==> config.mk <==
export PLATFORM = sky130hd
export DESIGN_NAME = rau_ctrl
export DESIGN_NICKNAME = d
export VERILOG_FILES = /design/src/hdl/rau_pkg.sv /design/src/hdl/rau_ctrl.sv
export SDC_FILE = /design/constraint.sdc
export NUM_CORES = 1
export LEC_CHECK = 0
export BUFFER_PORTS_ARGS = -buffer_cell sky130_fd_sc_hd__buf_2
export CORE_ASPECT_RATIO = 1.1
export CORE_UTILIZATION = 35
export CTS_BUF_LIST = sky130_fd_sc_hd__clkbuf_8
export DETAILED_ROUTE_END_ITERATION = 16
export PLACE_DENSITY_LB_ADDON = 0.3
export SLEW_MARGIN = 25
export SYNTH_ARGS = -nofsm -noshare
export SYNTH_HDL_FRONTEND = slang
export SYNTH_SLANG_ARGS = --single-unit
export TNS_END_PERCENT = 100
==> constraint.sdc <==
create_clock -name clock -period 2 [get_ports clock]
set_clock_uncertainty 0.2 [all_clocks]
set_input_delay 0.1 -clock clock [delete_from_list [all_inputs] [get_ports clock]]
set_output_delay 0.1 -clock clock [all_outputs]
set_load 0.02 [all_outputs]
==> src/hdl/rau_pkg.sv <==
// shared constants, command codes and control structs of the rational arithmetic unit
package rau_pkg;

   localparam int OpWidth = 32;
   localparam int ProdWidth = 2 * OpWidth;
   localparam int SumWidth = ProdWidth + 1;
   localparam int ShiftWidth = $clog2(SumWidth + 1);

   localparam logic [2:0] OP_ADD = 3'd0;
   localparam logic [2:0] OP_SUB = 3'd1;
   localparam logic [2:0] OP_MUL = 3'd2;
   localparam logic [2:0] OP_DIV = 3'd3;
   localparam logic [2:0] OP_CMP = 3'd4;
   localparam logic [2:0] OP_TRUNC = 3'd5;

   localparam logic [4:0] CMD_NONE      = 5'd0;
   localparam logic [4:0] CMD_LOAD      = 5'd1;
   localparam logic [4:0] CMD_LOAD_B    = 5'd2;
   localparam logic [4:0] CMD_CHECK     = 5'd3;
   localparam logic [4:0] CMD_GCD       = 5'd4;
   localparam logic [4:0] CMD_SHIFT     = 5'd5;
   localparam logic [4:0] CMD_DIV_N     = 5'd6;
   localparam logic [4:0] CMD_TAKE_N    = 5'd7;
   localparam logic [4:0] CMD_DIV_D     = 5'd8;
   localparam logic [4:0] CMD_TAKE_D    = 5'd9;
   localparam logic [4:0] CMD_STORE_A   = 5'd10;
   localparam logic [4:0] CMD_STORE_B   = 5'd11;
   localparam logic [4:0] CMD_STORE_R   = 5'd12;
   localparam logic [4:0] CMD_MUL_X     = 5'd13;
   localparam logic [4:0] CMD_MUL_Y     = 5'd14;
   localparam logic [4:0] CMD_MUL_D     = 5'd15;
   localparam logic [4:0] CMD_MUL_XN    = 5'd16;
   localparam logic [4:0] CMD_RECIP     = 5'd17;
   localparam logic [4:0] CMD_FORM_SUM  = 5'd18;
   localparam logic [4:0] CMD_FORM_PROD = 5'd19;
   localparam logic [4:0] CMD_CMP       = 5'd20;
   localparam logic [4:0] CMD_TRUNC_INV = 5'd21;
   localparam logic [4:0] CMD_DIV_T     = 5'd22;
   localparam logic [4:0] CMD_TAKE_T    = 5'd23;

   typedef struct packed {
      logic [4:0] code;
   } cmd_type;

   typedef struct packed {
      logic       special;
      logic       gcd_done;
      logic       div_done;
      logic       a_den_zero;
      logic [2:0] op;
   } stat_type;

endpackage

==> src/hdl/rau_ctrl.sv <==
// sequencer that steps the datapath through reduction, products and result forming
module rau_ctrl import rau_pkg::*; (
   input  logic     clock,
   input  logic     reset,
   input  logic     start,
   output logic     busy,
   output logic     rsp_valid,
   output cmd_type  cmd,
   input  stat_type stat
);

   localparam logic [4:0] ST_IDLE  = 5'd0;
   localparam logic [4:0] ST_CHK   = 5'd1;
   localparam logic [4:0] ST_GCD   = 5'd2;
   localparam logic [4:0] ST_SHF   = 5'd3;
   localparam logic [4:0] ST_DVN   = 5'd4;
   localparam logic [4:0] ST_WTN   = 5'd5;
   localparam logic [4:0] ST_DVD   = 5'd6;
   localparam logic [4:0] ST_WTD   = 5'd7;
   localparam logic [4:0] ST_STO   = 5'd8;
   localparam logic [4:0] ST_LDB   = 5'd9;
   localparam logic [4:0] ST_MX    = 5'd10;
   localparam logic [4:0] ST_MY    = 5'd11;
   localparam logic [4:0] ST_MD    = 5'd12;
   localparam logic [4:0] ST_MXN   = 5'd13;
   localparam logic [4:0] ST_RCP   = 5'd14;
   localparam logic [4:0] ST_FSUM  = 5'd15;
   localparam logic [4:0] ST_FPROD = 5'd16;
   localparam logic [4:0] ST_CMP   = 5'd17;
   localparam logic [4:0] ST_TRD   = 5'd18;
   localparam logic [4:0] ST_TWT   = 5'd19;
   localparam logic [4:0] ST_DONE  = 5'd20;

   localparam logic [1:0] TGT_A = 2'd0;
   localparam logic [1:0] TGT_B = 2'd1;
   localparam logic [1:0] TGT_R = 2'd2;

   logic [4:0] state_ff, state_in;
   logic [1:0] tgt_ff, tgt_in;

   always_comb begin
      state_in = state_ff;
      tgt_in = tgt_ff;
      cmd.code = CMD_NONE;
      case (state_ff)
         ST_IDLE: begin
            if (start) begin
               cmd.code = CMD_LOAD;
               tgt_in = TGT_A;
               state_in = ST_CHK;
            end
         end
         ST_CHK: begin
            cmd.code = CMD_CHECK;
            state_in = stat.special ? ST_STO : ST_GCD;
         end
         ST_GCD: begin
            if (stat.gcd_done) begin
               state_in = ST_SHF;
            end else begin
               cmd.code = CMD_GCD;
            end
         end
         ST_SHF: begin
            cmd.code = CMD_SHIFT;
            state_in = ST_DVN;
         end
         ST_DVN: begin
            cmd.code = CMD_DIV_N;
            state_in = ST_WTN;
         end
         ST_WTN: begin
            if (stat.div_done) begin
               cmd.code = CMD_TAKE_N;
               state_in = ST_DVD;
            end
         end
         ST_DVD: begin
            cmd.code = CMD_DIV_D;
            state_in = ST_WTD;
         end
         ST_WTD: begin
            if (stat.div_done) begin
               cmd.code = CMD_TAKE_D;
               state_in = ST_STO;
            end
         end
         ST_STO: begin
            case (tgt_ff)
               TGT_A: begin
                  cmd.code = CMD_STORE_A;
                  state_in = ST_LDB;
               end
               TGT_B: begin
                  cmd.code = CMD_STORE_B;
                  case (stat.op)
                     OP_ADD, OP_SUB, OP_CMP: state_in = ST_MX;
                     OP_MUL: state_in = ST_MXN;
                     OP_DIV: state_in = ST_RCP;
                     OP_TRUNC: state_in = ST_TRD;
                     default: state_in = ST_DONE;
                  endcase
               end
               default: begin
                  cmd.code = CMD_STORE_R;
                  state_in = ST_DONE;
               end
            endcase
         end
         ST_LDB: begin
            cmd.code = CMD_LOAD_B;
            tgt_in = TGT_B;
            state_in = ST_CHK;
         end
         ST_MX: begin
            cmd.code = CMD_MUL_X;
            state_in = ST_MY;
         end
         ST_MY: begin
            cmd.code = CMD_MUL_Y;
            state_in = (stat.op == OP_CMP) ? ST_CMP : ST_MD;
         end
         ST_RCP: begin
            cmd.code = CMD_RECIP;
            state_in = ST_MXN;
         end
         ST_MXN: begin
            cmd.code = CMD_MUL_XN;
            state_in = ST_MD;
         end
         ST_MD: begin
            cmd.code = CMD_MUL_D;
            state_in = (stat.op == OP_ADD || stat.op == OP_SUB) ? ST_FSUM : ST_FPROD;
         end
         ST_FSUM: begin
            cmd.code = CMD_FORM_SUM;
            tgt_in = TGT_R;
            state_in = ST_CHK;
         end
         ST_FPROD: begin
            cmd.code = CMD_FORM_PROD;
            tgt_in = TGT_R;
            state_in = ST_CHK;
         end
         ST_CMP: begin
            cmd.code = CMD_CMP;
            state_in = ST_DONE;
         end
         ST_TRD: begin
            if (stat.a_den_zero) begin
               cmd.code = CMD_TRUNC_INV;
               state_in = ST_DONE;
            end else begin
               cmd.code = CMD_DIV_T;
               state_in = ST_TWT;
            end
         end
         ST_TWT: begin
            if (stat.div_done) begin
               cmd.code = CMD_TAKE_T;
               state_in = ST_DONE;
            end
         end
         ST_DONE: begin
            state_in = ST_IDLE;
         end
         default: begin
            state_in = ST_IDLE;
         end
      endcase
   end

   always_ff @(posedge clock) begin
      if (reset) begin
         state_ff <= ST_IDLE;
         tgt_ff <= TGT_A;
      end else begin
         state_ff <= state_in;
         tgt_ff <= tgt_in;
      end
   end

   assign busy = (state_ff != ST_IDLE);
   assign rsp_valid = (state_ff == ST_DONE);

endmodule

==> summary.md <==
| Metric | Value |
|---|---|
| Cell count after synthesis | `161` |
| CP max-delay cell | `or4b_4` |
| Finished Cell Area | `~0.0014 mm2` |
| Overall routed net length | `about 3600 um` |
| CTS H-tree depth | `1` |
| Status | `finished with violations` |
| Reg clk slew, reported paths | `approximately 0.040 ns` |
| Hold Fails Final Rpt | `0` |
| Yosys cell types | `49` |
| Multi-input gate area | `840 um2` |
| Final worst-path cycle share | `1.02` |
| Reg2Reg Depth | `5` |
| Failing checks | `setup timing` |
| Crit path required time | `about 1.7 ns` |
| First-pass iteration count of the detailed router | `5` |
| Final setup fails | `1` |
| DR DRC count | `0` |
| Setup crit end kind | `output port` |
| RePlAce Congestion | `a little over 1` |
| Syn-to-layout area delta | `32.2%` |
| Largest net degree at the start of global routing | `16` |
| CTS tree | `yes` |
| Hold Crit Class | `input port to flip-flop` |
| Mapped Nets | `between 150 and 200` |
| Port Buf Inserts | `16` |
| Initial Util | `0.373` |
| HPWL Detailed | `approximately 2700 um` |
| Hold Path End | `state_ff[3]` |
| Storage cell area | `151 um2` |
| Initial antenna violation count | `0` |
| I/O pins | `17` |
| # fillers | `265` |
| Share of cells above drive strength 1 | `0.333` |
| Worst r2r src | `state_ff[4]` |
| Critical-path cell list | `or4b_4, nor3_4, a211oi_2, o21ai_1, buf_4` |
| DIE AREA | `about 0.0032 mm2` |
| Register area share after synthesis | `0.135` |
| Nets | `200` |
| DR vias | `about 1,300` |
| Async S/R FF share, synth | `0` |
| Synth cell count leaders | `nand2_1 (21), nor2_1 (21), a21oi_1 (16), buf_2 (11)` |
| CP Launch Type | `flip-flop` |
| WL per Instance | `about 16 um` |
| Worst hold path depth | `5` |
| First-pass GRT wire length | `roughly 5500 um` |
| Root buffer cell | `clkbuf_8` |
| Syn avg cell area | `roughly 6.4 um2` |
| Largest area contributor in the netlist | `dfxtp_1` |
| Cell Area, Placed | `0.00120 mm2` |
| Leading cell types by total area after synthesis | `dfxtp_1 (14%), a21oi_1 (7.7%), nand2_1 (7.6%), nor2_1 (7.6%), buf_2 (5.3%)` |
| Remaining antenna violation count | `0` |
| Rows | `20` |
| Grt total ovfl | `0` |
| Crit Path Class | `flip-flop to output port` |
| Reg2reg end | `state_ff[0]` |
| Worst-Skew Late Latency | `0.23 ns` |
| P_leak | `between 0.5 and 0.6 nW` |
| Overall Power | `roughly 1.5 mW` |
| Predominant post-synthesis flop cell | `dfxtp_1` |
| Crit path max fanout | `12` |
| Die H | `slightly below 60 um` |
| Sink Count | `7` |
| Slew HR | `0.764` |
| Area of the mapped netlist | `just over 0.001 mm2` |
| Yosys warns | `0` |
| Bufs on Longest Clock Path | `2` |
| FMAX | `a little under 500 MHz` |
| Max Cap Violations | `0` |
| Chip Width | `~54 um` |
| Total Routing Usage GR | `0.240` |
| Max incr delay on CP | `approximately 0.57 ns` |
| Drt via density | `5.97` |
| Power Dens Cells | `~1100 mW/mm2` |
| CP Launch Point | `state_ff[4]` |
| Vias in the first global route | `between 1,000 and 1,500` |
| Min Tclk post-route | `2.04 ns` |
| Setup ws final | `-0.0414 ns` |
| Post-synth top area share | `0.135` |
| Post-synth EDFFs | `0` |
| TritonCTS Buffers | `3` |
| CORE AREA | `0.00278 mm2` |
| Unrepaired setup endpoints after global routing | `true` |
| #FFs+latches synth | `7` |
| Peak VDD IR | `0.000636 V` |
| First DRT Iteration DRCs | `around 50` |
| Max-slew violations | `0` |
| Antenna cells | `0` |
| Hold_sp | `stat[6]` |
| Worst-Margin Slew | `approximately 0.35 ns` |
| R2r setup slk | `approximately 0.20 ns` |
| WP data arrival | `1.74 ns` |
==> worst max path at each step <==
stage          slack, ns     end  depth (start not counted)
6_report           -0.04  cmd[0]                          5
5_1_grt            -0.09  cmd[0]                          5
4_1_cts            -0.04  cmd[0]                          5
3_5_place_dp        0.02  cmd[0]                          6
3_3_place_gp        0.05  cmd[0]                          6
2_1_floorplan       0.22  cmd[1]                          7
==> layer usage <==
layer	track usage	vias to the layer above	routed length [um]
li1	-	650	-
met1	0.317	616	1510
met2	0.393	53	1840
met3	0.0231	6	193
met4	0.0940	0	72
met5	0	-	0
==> per-stage QoR <==
step	setup WS, ns	instances	setup TNS, ns	util	hold WS, ns
after global placement	0.0460	212	0	0.433	0.132
after global routing	-0.0909	222	-0.160	0.492	0.182
after floorplan	0.224	161	0	-	-0.0309
after detailed placement	0.0228	212	0	0.433	0.135
after CTS	-0.0353	217	-0.0353	0.458	0.165
final	-0.0414	222	-0.0414	0.492	0.171
==> placed cells by master, fill, tap and decap left out, types with 2 or more instances in the layout <==
| cell | instances |
|---|---|
| nand2_1 | 21 |
| nor2_1 | 20 |
| buf_4 | 20 |
| a21oi_1 | 14 |
| buf_2 | 14 |
| nor3_1 | 6 |
| o21ai_0 | 6 |
| nand2b_1 | 5 |
| nand3_1 | 4 |
| a22oi_1 | 4 |
| a31oi_1 | 4 |
| o21ai_1 | 4 |
| buf_6 | 4 |
| inv_2 | 3 |
| clkbuf_8 | 3 |
| dfxtp_2 | 3 |
| a21oi_2 | 2 |
| nand4_1 | 2 |
| or3_1 | 2 |
| or2_1 | 2 |
| o211ai_1 | 2 |
| mux2i_1 | 2 |
| o22ai_1 | 2 |
| nor4_1 | 2 |
| a21o_1 | 2 |
| inv_1 | 2 |
| nand4b_1 | 2 |
| dfxtp_4 | 2 |
| dfxtp_1 | 2 |
==> repair_timing <==
item | in CTS | in global routing
pin swaps | 0 | 2
hold endpoints to repair | 4 | 0
hold buffers | 1 | 0
setup buffers | 0 | 5
setup endpoints to repair | 3 | 3
gates resized for setup | 7 | 19
==> logic make-up after synthesis <==
kind of cell,Yosys count,share of synthesized area
AOI/OAI and AO/OA,54,0.359
muxes,2,0.0193
and+or+nand+nor,79,0.393
DFF,7,0.135
buffers and inverters,19,0.0931
==> where the power goes <==
group | switching, mW | internal (mW)
Clock | 0.0589 | 0.132
Combinational | 0.641 | 0.475
Sequential | 0.0490 | 0.172
==> registers in the layout, indices dropped and copies added (netlist names) <==
| register | flops |
|---|---|
| state_ff | 5 |
| tgt_ff | 2 |
==> critical path: cells and delay by family, from the launching register on <==
family	cells	cell delay [ns]
flip-flops	1	0.38
buffers and inverters	1	0.15
AND/OR/NAND/NOR	2	0.78
AO/OA/AOI/OAI	2	0.21
==> layout make-up <==
cell class                      instances  share of cell area
Multi-Input combinational cell        135               0.614
Tap cell                               33              0.0302
Sequential cell                         7               0.111
Timing Repair Buffer                   39               0.201
Inverter                                4              0.0110
Clock inverter                          1             0.00274
Clock buffer                            3              0.0302
No activity file was read; power rests on OpenSTA's default activity.
